File: src/rtl/smsi_pkg.sv
// Shared constants, state encodings and control structures for the sample statistics block.
package smsi_pkg;

   // Data set and number format.
   localparam int MAX_SAMPLES = 4096;
   localparam int SAMPLE_W    = 16;
   localparam int FRAC_W      = 16;
   localparam int ADDR_W      = $clog2(MAX_SAMPLES);
   localparam int CNT_W       = ADDR_W + 1;
   localparam int SUM_W       = 28;

   // Internal datapath widths.
   localparam int MEAN_W = 33;
   localparam int DIFF_W = 34;
   localparam int AD_W   = 32;
   localparam int SABS_W = 45;
   localparam int SSQ_W  = 60;
   localparam int VAR_W  = 48;
   localparam int SDEV_W = 32;
   localparam int Z_W    = 24;
   localparam int A2_W   = 32;
   localparam int A3_W   = 40;
   localparam int S3_W   = 54;
   localparam int S4_W   = 60;
   localparam int MUL_W  = 32;
   localparam int PROD_W = 64;
   localparam int DVD_W  = 64;
   localparam int DVS_W  = 32;
   localparam int OUT_W  = 32;

   // Excess kurtosis offset, three in fixed point.
   localparam logic [OUT_W-1:0] KURT_OFFSET = OUT_W'(3) << FRAC_W;

   // Configuration port.
   localparam int PADDR_W = 3;
   localparam int PDATA_W = 32;
   localparam logic CSR_IGN_EN  = 1'b0;
   localparam logic CSR_IGN_VAL = 1'b1;

   typedef enum logic [4:0] {
      ST_IDLE,
      ST_CHECK,
      ST_MEAN,
      ST_P1_ADDR,
      ST_P1_DIFF,
      ST_P1_MUL,
      ST_P1_ACC,
      ST_P1_END,
      ST_ADEV,
      ST_VAR,
      ST_SQRT_GO,
      ST_SQRT,
      ST_P2_CHECK,
      ST_P2_ADDR,
      ST_P2_DIFF,
      ST_P2_ZGO,
      ST_P2_ZDIV,
      ST_P2_SQ,
      ST_P2_A2,
      ST_P2_CUBE,
      ST_P2_A3,
      ST_P2_A4,
      ST_P2_END,
      ST_SKEW,
      ST_KURT,
      ST_FINISH
   } state_type;

   typedef enum logic [1:0] {
      MUL_AD_AD,
      MUL_Z_Z,
      MUL_A2_Z,
      MUL_A2_A2
   } mul_sel_type;

   typedef enum logic [2:0] {
      DIV_MEAN,
      DIV_ADEV,
      DIV_VAR,
      DIV_Z,
      DIV_SKEW,
      DIV_KURT
   } div_sel_type;

   typedef enum logic [2:0] {
      CAP_NONE,
      CAP_MEAN,
      CAP_ADEV,
      CAP_VAR,
      CAP_SDEV,
      CAP_Z,
      CAP_SKEW,
      CAP_KURT
   } cap_type;

   // Commands from the controller to the datapath.
   typedef struct packed {
      logic        take;
      logic        clr_stats;
      logic        clr_acc;
      logic        load_out;
      logic        idx_clr;
      logic        idx_inc;
      logic        diff;
      logic        p1_acc;
      logic        mul_en;
      mul_sel_type mul_sel;
      logic        div_start;
      div_sel_type div_sel;
      logic        sqrt_start;
      cap_type     cap;
      logic        a2_lat;
      logic        s3_acc;
      logic        s4_acc;
   } cmd_type;

   // Status from the datapath to the controller.
   typedef struct packed {
      logic n_ge2;
      logic idx_last;
      logic div_done;
      logic sqrt_done;
      logic pass2_ok;
   } status_type;

endpackage

File: src/rtl/smsi_ctrl.sv
// Controller state machine that sequences loading, both passes and the result beat.
module smsi_ctrl (
   input  logic                  clock,
   input  logic                  reset,
   input  logic                  req_valid,
   input  logic                  req_last,
   output logic                  req_ready,
   output logic                  rsp_valid,
   input  logic                  rsp_ready,
   input  smsi_pkg::status_type  status,
   output smsi_pkg::cmd_type     cmd
);

   smsi_pkg::state_type state_ff;
   smsi_pkg::state_type state_in;
   logic                out_valid_ff;
   logic                out_valid_in;

   // State and result-valid registers.
   always_ff @(posedge clock) begin
      if (reset) begin
         state_ff     <= smsi_pkg::ST_IDLE;
         out_valid_ff <= 1'b0;
      end else begin
         state_ff     <= state_in;
         out_valid_ff <= out_valid_in;
      end
   end

   // Next state and commands.
   always_comb begin
      state_in  = state_ff;
      req_ready = 1'b0;
      cmd       = '0;
      cmd.mul_sel = smsi_pkg::MUL_AD_AD;
      cmd.div_sel = smsi_pkg::DIV_MEAN;
      cmd.cap     = smsi_pkg::CAP_NONE;

      unique case (state_ff)
         smsi_pkg::ST_IDLE: begin
            req_ready = 1'b1;
            cmd.take  = req_valid;
            if (req_valid && req_last)
               state_in = smsi_pkg::ST_CHECK;
         end
         smsi_pkg::ST_CHECK: begin
            cmd.clr_stats = 1'b1;
            if (status.n_ge2) begin
               cmd.div_start = 1'b1;
               cmd.div_sel   = smsi_pkg::DIV_MEAN;
               state_in      = smsi_pkg::ST_MEAN;
            end else begin
               state_in = smsi_pkg::ST_FINISH;
            end
         end
         smsi_pkg::ST_MEAN: begin
            if (status.div_done) begin
               cmd.cap  = smsi_pkg::CAP_MEAN;
               state_in = smsi_pkg::ST_P1_ADDR;
            end
         end
         smsi_pkg::ST_P1_ADDR: begin
            state_in = smsi_pkg::ST_P1_DIFF;
         end
         smsi_pkg::ST_P1_DIFF: begin
            cmd.diff = 1'b1;
            state_in = smsi_pkg::ST_P1_MUL;
         end
         smsi_pkg::ST_P1_MUL: begin
            cmd.mul_en  = 1'b1;
            cmd.mul_sel = smsi_pkg::MUL_AD_AD;
            state_in    = smsi_pkg::ST_P1_ACC;
         end
         smsi_pkg::ST_P1_ACC: begin
            cmd.p1_acc = 1'b1;
            if (status.idx_last) begin
               state_in = smsi_pkg::ST_P1_END;
            end else begin
               cmd.idx_inc = 1'b1;
               state_in    = smsi_pkg::ST_P1_ADDR;
            end
         end
         smsi_pkg::ST_P1_END: begin
            cmd.div_start = 1'b1;
            cmd.div_sel   = smsi_pkg::DIV_ADEV;
            state_in      = smsi_pkg::ST_ADEV;
         end
         smsi_pkg::ST_ADEV: begin
            cmd.div_sel = smsi_pkg::DIV_VAR;
            if (status.div_done) begin
               cmd.cap       = smsi_pkg::CAP_ADEV;
               cmd.div_start = 1'b1;
               state_in      = smsi_pkg::ST_VAR;
            end
         end
         smsi_pkg::ST_VAR: begin
            if (status.div_done) begin
               cmd.cap  = smsi_pkg::CAP_VAR;
               state_in = smsi_pkg::ST_SQRT_GO;
            end
         end
         smsi_pkg::ST_SQRT_GO: begin
            cmd.sqrt_start = 1'b1;
            state_in       = smsi_pkg::ST_SQRT;
         end
         smsi_pkg::ST_SQRT: begin
            if (status.sqrt_done) begin
               cmd.cap  = smsi_pkg::CAP_SDEV;
               state_in = smsi_pkg::ST_P2_CHECK;
            end
         end
         smsi_pkg::ST_P2_CHECK: begin
            // A zero spread leaves skewness and kurtosis at zero.
            if (status.pass2_ok) begin
               cmd.idx_clr = 1'b1;
               state_in    = smsi_pkg::ST_P2_ADDR;
            end else begin
               state_in = smsi_pkg::ST_FINISH;
            end
         end
         smsi_pkg::ST_P2_ADDR: begin
            state_in = smsi_pkg::ST_P2_DIFF;
         end
         smsi_pkg::ST_P2_DIFF: begin
            cmd.diff = 1'b1;
            state_in = smsi_pkg::ST_P2_ZGO;
         end
         smsi_pkg::ST_P2_ZGO: begin
            cmd.div_start = 1'b1;
            cmd.div_sel   = smsi_pkg::DIV_Z;
            state_in      = smsi_pkg::ST_P2_ZDIV;
         end
         smsi_pkg::ST_P2_ZDIV: begin
            if (status.div_done) begin
               cmd.cap  = smsi_pkg::CAP_Z;
               state_in = smsi_pkg::ST_P2_SQ;
            end
         end
         smsi_pkg::ST_P2_SQ: begin
            cmd.mul_en  = 1'b1;
            cmd.mul_sel = smsi_pkg::MUL_Z_Z;
            state_in    = smsi_pkg::ST_P2_A2;
         end
         smsi_pkg::ST_P2_A2: begin
            cmd.a2_lat = 1'b1;
            state_in   = smsi_pkg::ST_P2_CUBE;
         end
         smsi_pkg::ST_P2_CUBE: begin
            cmd.mul_en  = 1'b1;
            cmd.mul_sel = smsi_pkg::MUL_A2_Z;
            state_in    = smsi_pkg::ST_P2_A3;
         end
         smsi_pkg::ST_P2_A3: begin
            // The cube is summed while the fourth power is formed.
            cmd.s3_acc  = 1'b1;
            cmd.mul_en  = 1'b1;
            cmd.mul_sel = smsi_pkg::MUL_A2_A2;
            state_in    = smsi_pkg::ST_P2_A4;
         end
         smsi_pkg::ST_P2_A4: begin
            cmd.s4_acc = 1'b1;
            if (status.idx_last) begin
               state_in = smsi_pkg::ST_P2_END;
            end else begin
               cmd.idx_inc = 1'b1;
               state_in    = smsi_pkg::ST_P2_ADDR;
            end
         end
         smsi_pkg::ST_P2_END: begin
            cmd.div_start = 1'b1;
            cmd.div_sel   = smsi_pkg::DIV_SKEW;
            state_in      = smsi_pkg::ST_SKEW;
         end
         smsi_pkg::ST_SKEW: begin
            cmd.div_sel = smsi_pkg::DIV_SKEW;
            if (status.div_done) begin
               cmd.cap       = smsi_pkg::CAP_SKEW;
               cmd.div_start = 1'b1;
               cmd.div_sel   = smsi_pkg::DIV_KURT;
               state_in      = smsi_pkg::ST_KURT;
            end
         end
         smsi_pkg::ST_KURT: begin
            if (status.div_done) begin
               cmd.cap  = smsi_pkg::CAP_KURT;
               state_in = smsi_pkg::ST_FINISH;
            end
         end
         smsi_pkg::ST_FINISH: begin
            // Wait until the previous result beat has left the output register.
            if (!out_valid_ff || rsp_ready) begin
               cmd.load_out = 1'b1;
               cmd.clr_acc  = 1'b1;
               state_in     = smsi_pkg::ST_IDLE;
            end
         end
         default: begin
            state_in = smsi_pkg::ST_IDLE;
         end
      endcase

      // Result valid holds until the beat is taken.
      if (cmd.load_out)
         out_valid_in = 1'b1;
      else if (rsp_ready)
         out_valid_in = 1'b0;
      else
         out_valid_in = out_valid_ff;
   end

   assign rsp_valid = out_valid_ff;

endmodule

File: config.mk
export PLATFORM = sky130hd
export DESIGN_NAME = smsi_ctrl
export DESIGN_NICKNAME = d
export VERILOG_FILES = /design/src/rtl/smsi_pkg.sv /design/src/rtl/smsi_ctrl.sv
export SDC_FILE = /design/constraint.sdc
export NUM_CORES = 1
export LEC_CHECK = 0
export ABC_AREA = 0
export ABC_CLOCK_PERIOD_IN_PS = 3110
export BUFFER_PORTS_ARGS = -buffer_cell sky130_fd_sc_hd__buf_2
export CORE_UTILIZATION = 51
export DETAILED_ROUTE_END_ITERATION = 16
export HOLD_SLACK_MARGIN = 0.08
export PLACE_DENSITY_LB_ADDON = 0.2
export SLEW_MARGIN = 20
export SYNTH_ARGS = -nofsm -noshare
export SYNTH_HDL_FRONTEND = slang
export SYNTH_SLANG_ARGS = --single-unit
File: constraint.sdc
create_clock -name clock -period 3.11 [get_ports clock]
set_input_delay 0.622 -clock clock [delete_from_list [all_inputs] [get_ports clock]]
set_output_delay 0.622 -clock clock [all_outputs]
set_load 0.005 [all_outputs]
; ---- Word-level counts from Yosys, hierarchy flattened
; Cells that the tools add are included.
[op_classes]
n_eq_ne = 34
mux = 44
reduce_logical = 8
[op_table]
columns = cell, count
row1 = case mux 5 bit (26 select lines), 1
row2 = two-way mux 5 bit, 12
row3 = "equality test 5 bit, second input constant", 10
row4 = "equality test 5 x 4 -> 1 bit, second input constant", 8
row5 = case mux 4 bit (6 select lines), 1
row6 = case mux 3 bit (7 select lines), 1
row7 = "equality test 5 x 3 -> 1 bit, second input constant", 4
row8 = "!= test 2 bit, second input constant", 9
row9 = two-way mux 1 bit, 17
row10 = two-way mux 3 bit, 5
row11 = case mux 3 bit (4 select lines), 1
row12 = "equality test 5 x 2 -> 1 bit, second input constant", 2
row13 = AND reduction 9 bit, 1
row14 = two-way mux 2 bit, 4
row15 = two-way mux 4 bit, 2
row16 = "equality test 5 x 1 -> 1 bit, second input constant", 1
row17 = logical NOT 5 bit, 1
row18 = OR reduction 2 bit, 2
row19 = nonzero test 2 bit, 1
row20 = logical AND 1 bit, 1
row21 = logical NOT 1 bit, 1
row22 = logical OR 1 bit, 1
[word_totals]
reg_bits = 6
inputBits = 10
output_inout_bits = 24
word_cells = 88

; ---- Longest topological paths before layout
[logic_depth]
ltp_word = 5
depth_mapped = 7
mapped_depth_nobuf = 6

; ---- Least setup slack after synthesis
; Ideal clock, no wire load.
[synth_timing]
kind = flip-flop to output port
start = register state_ff[2]
end = output port cmd[15] (netlist name)
arrival_ns = 1.372
required_time_ns = 2.488
slack_ns = 1.116
stages_incl_launch_ff = 5
n_path_buf = 2
cell_sequence = dfxtp_1 -> buf_2 -> buf_1 -> o21ai_0 -> a2111oi_0
[synth_lines]
columns = element, line_no
row1 = start: declaration, smsi_ctrl.sv:14  ; smsi_pkg::state_type state_ff;
row2 = start signal: assignment, smsi_ctrl.sv:22  ; state_ff <= smsi_pkg::ST_IDLE;
row3 = start signal: assignment, smsi_ctrl.sv:25  ; state_ff <= state_in;
row4 = end: declaration, smsi_ctrl.sv:11  ; output smsi_pkg::cmd_type cmd

==> out/results.ini <==
[outcome]
status=completed

[placed_design]
hpwlAfterDp_um=1930
gp_congestion=0.933
place_inst=174
preCtsSetupSlack_ns=0.854
io_buffers=33

[drt]
wl_per_cell_um=14.4
drc=0
vias=1131
first_pass_iters=4
drt_iter0_drc=64
ant_nets=0
vias_per_cell=6.39
wl_um=2550

[clocking]
ctsHtreeMaxLevel=1
numCtsBuffers=3
cts_setup_buffers=0
clk_latency_ns=0.27
root_buffer=clkbuf_4
cts_tree=built
clkSinkCount=6
clockBufferDepth=2
post_cts_resized=0
cts_hold_buf=0
clkTransAtPathRegs_ns=0.06

[layout]
final_nets=173
fin_cells=177
fin_util_pct=67.2
synthToLayoutAreaGrowth_pct=21.7
final_common_cell=buf_2
n_antenna_cell=0
final_layout_size_suffix_gt1_share_pct=28.6
final_cell_mix=buf_2 (33), nor2_1 (15), a21oi_1 (15), nor3_1 (14), nand2_1 (12)
num-fill-cells=145

[global_routing]
grt_pass1_wl_um=4150
first_global_vias=909
grt_max_degree=22
antenna_found_initial=0
grt_usage_pct=29.6
grt-ovfl-total=0

[yosys]
ys_seq_area_share_pct=14.3
synth_cells=132
synth_warnings=0
syn_area_per_cell_um2=6.37
ys_ff_latch=6
synth_top_family_by_area=simple AND/OR/NAND/NOR gates
synth_adder_area_share_pct=0
synthSimpleGateAreaFrac_pct=36.9
synthMuxAreaShare_pct=2.38
synth-compound-area-share_pct=35.3
syn_nets=142
synth-xor-area-share_pct=1.04
syn-cell-area_um2=841
synth_cell_type_count=40

[min_path]
whs_endpoint=rsp_valid
holdPathStages=2
hp-start=rsp_valid
hp-class=reg2reg

[floorplan]
core-area_mm2=0.00152
die_x_um=42.6
ios=34
start_util_pct=55.2
rows=14
dieHeight_um=42.6
dieArea_mm2=0.00182

[worst_setup_path]
worst_ep_required_time_ns=2.49
r2r_end=state_ff[3]
cp_max_fo=11
critical_path.top_delay_family=compound AO/OA/AOI/OAI gates
cp.arrival_ns=1.97
reg2reg_from=state_ff[0]
startpoint_type=register
max_stage_delay_ns=0.50
ff2ff_setup_slack_ns=0.85
reg2reg_depth=7
crit_buf_inv=1
crit_path_end_kind=output pin
cp_num_cells=4
path_class=reg2out
cp_slowest_cell=dfxtp_1
cp_cell_sequence=nor2b_1 -> a211oi_1 -> a2111oi_0 -> buf_2

[power_and_ir_drop]
clockPowerShare_pct=8.9
p_comb_share_pct=73.0
pwr-share-seq_pct=18.1
internal-power_w=0.000400
switching_share_pct=55.0
vdd_ir_drop_max_v=0.000439
power_density_mw_per_mm2=869
power_leakage_nw=0.459
power_switching_w=0.000489

[job]
drv_cap=0

[sta]
setup_tns_ns=0
setup_slack_ns=0.522
worstMarginPinSlew_ns=0.505
slew_viol_final=0
clock.fmax_ghz=0.386
finalCriticalPeriod_ns=2.59
relSlewSlack_pct=66.3
finalHoldViolations=0
rsz0062_at_grt=no
skew_ns=0.0171
fin_crit_sh_pct=83.2
setup_viol=0

registers in the layout, indices dropped and copies added (netlist names):
name       flops
rsp_valid      1
state_ff       5
cells in the mapped netlist:
cell type | number | share of area [%]
nand4_1 | 2 | 1.5
inv_1 | 3 | 1.3
buf_4 | 2 | 1.8
a41o_1 | 1 | 1.2
a211oi_1 | 2 | 1.8
a2111oi_4 | 1 | 3.3
nand2b_1 | 3 | 2.2
and4b_1 | 1 | 1.2
or2b_1 | 1 | 0.89
xnor2_1 | 1 | 1.0
nor3_1 | 14 | 8.3
o21ai_0 | 9 | 5.4
inv_2 | 2 | 0.89
nand2_1 | 12 | 5.4
a31oi_1 | 2 | 1.5
buf_1 | 1 | 0.45
a211o_1 | 1 | 1.0
nor2_1 | 15 | 6.7
a2111oi_0 | 2 | 2.1
a311oi_1 | 3 | 3.1
a221oi_1 | 1 | 1.0
clkinv_1 | 1 | 0.45
nor2b_1 | 3 | 2.2
o21a_1 | 1 | 0.89
buf_6 | 1 | 1.3
or3_1 | 1 | 0.74
a21oi_1 | 15 | 8.9
dfxtp_1 | 6 | 14
nand3_1 | 2 | 1.2
or2_2 | 1 | 0.74
o21bai_1 | 1 | 0.89
a32oi_1 | 2 | 2.1
and3_1 | 3 | 2.2
o2bb2ai_1 | 1 | 1.0
clkbuf_1 | 6 | 2.7
mux2i_1 | 2 | 2.4
o32ai_1 | 1 | 1.0
buf_2 | 2 | 1.2
or3_4 | 1 | 1.3
nor4_1 | 3 | 2.2
worst max path at each step:
stage	to	slack [ns]	from
3_5_place_dp	cmd[3]	0.85	state_ff[0]
2_1_floorplan	cmd[15]	1.12	state_ff[2]
5_1_grt	cmd[3]	0.38	state_ff[0]
4_1_cts	cmd[3]	0.56	state_ff[0]
6_report	cmd[3]	0.52	state_ff[0]
3_3_place_gp	cmd[3]	0.96	state_ff[0]
metal layers:
layer	global-route usage [%]	part of all wire, %
met5	0	0
met4	11.9	1.7
met3	1.29	8.9
met2	45.8	47
met1	42.7	42
through the flow:
stage | hold slack [ns] | cell area [um^2] | power (W)
floorplan | 0.494 | 841 | 0.000622
global placement | 0.500 | 1000 | 0.000783
detailed placement | 0.507 | 1000 | 0.000792
CTS | 0.512 | 1020 | 0.000874
global route | 0.558 | 1020 | 0.000961
finish | 0.508 | 1020 | 0.000889
power groups by stage:
stage / clock (W) / sequential (W) / combinational, W
after global placement: 0 / 0.000155 / 0.000627
after global routing: 0.0000827 / 0.000167 / 0.000711
after detailed placement: 0 / 0.000160 / 0.000633
final: 0.0000790 / 0.000161 / 0.000649
after floorplan: 0 / 0.000122 / 0.000500
after CTS: 0.0000801 / 0.000158 / 0.000636
tightest hold or removal path: stages (launching register included):
cell and delay, ns:
dfxtp_1 0.30, nand2b_1 0.09, a21oi_1 0.06
logic make-up (layout without fill, tap and decap cells):
group	Yosys count	count (layout)
simple gates	62	62
compound gates	43	43
buf+inv	18	47
xor+xnor	1	1
mux	2	2
flops	6	6
layout make-up:
| type | instances | area (um^2) | area share, % |
|---|---|---|---|
| clock buffer | 3 | 22.5 | 2.20 |
| inverter | 6 | 22.5 | 2.20 |
| multi-input combinational | 108 | 636 | 62.1 |
| sequential | 6 | 120 | 11.7 |
| tap | 16 | 20.0 | 1.96 |
| timing repair buffer | 38 | 203 | 19.8 |
Power figures use the tool's default switching activity.
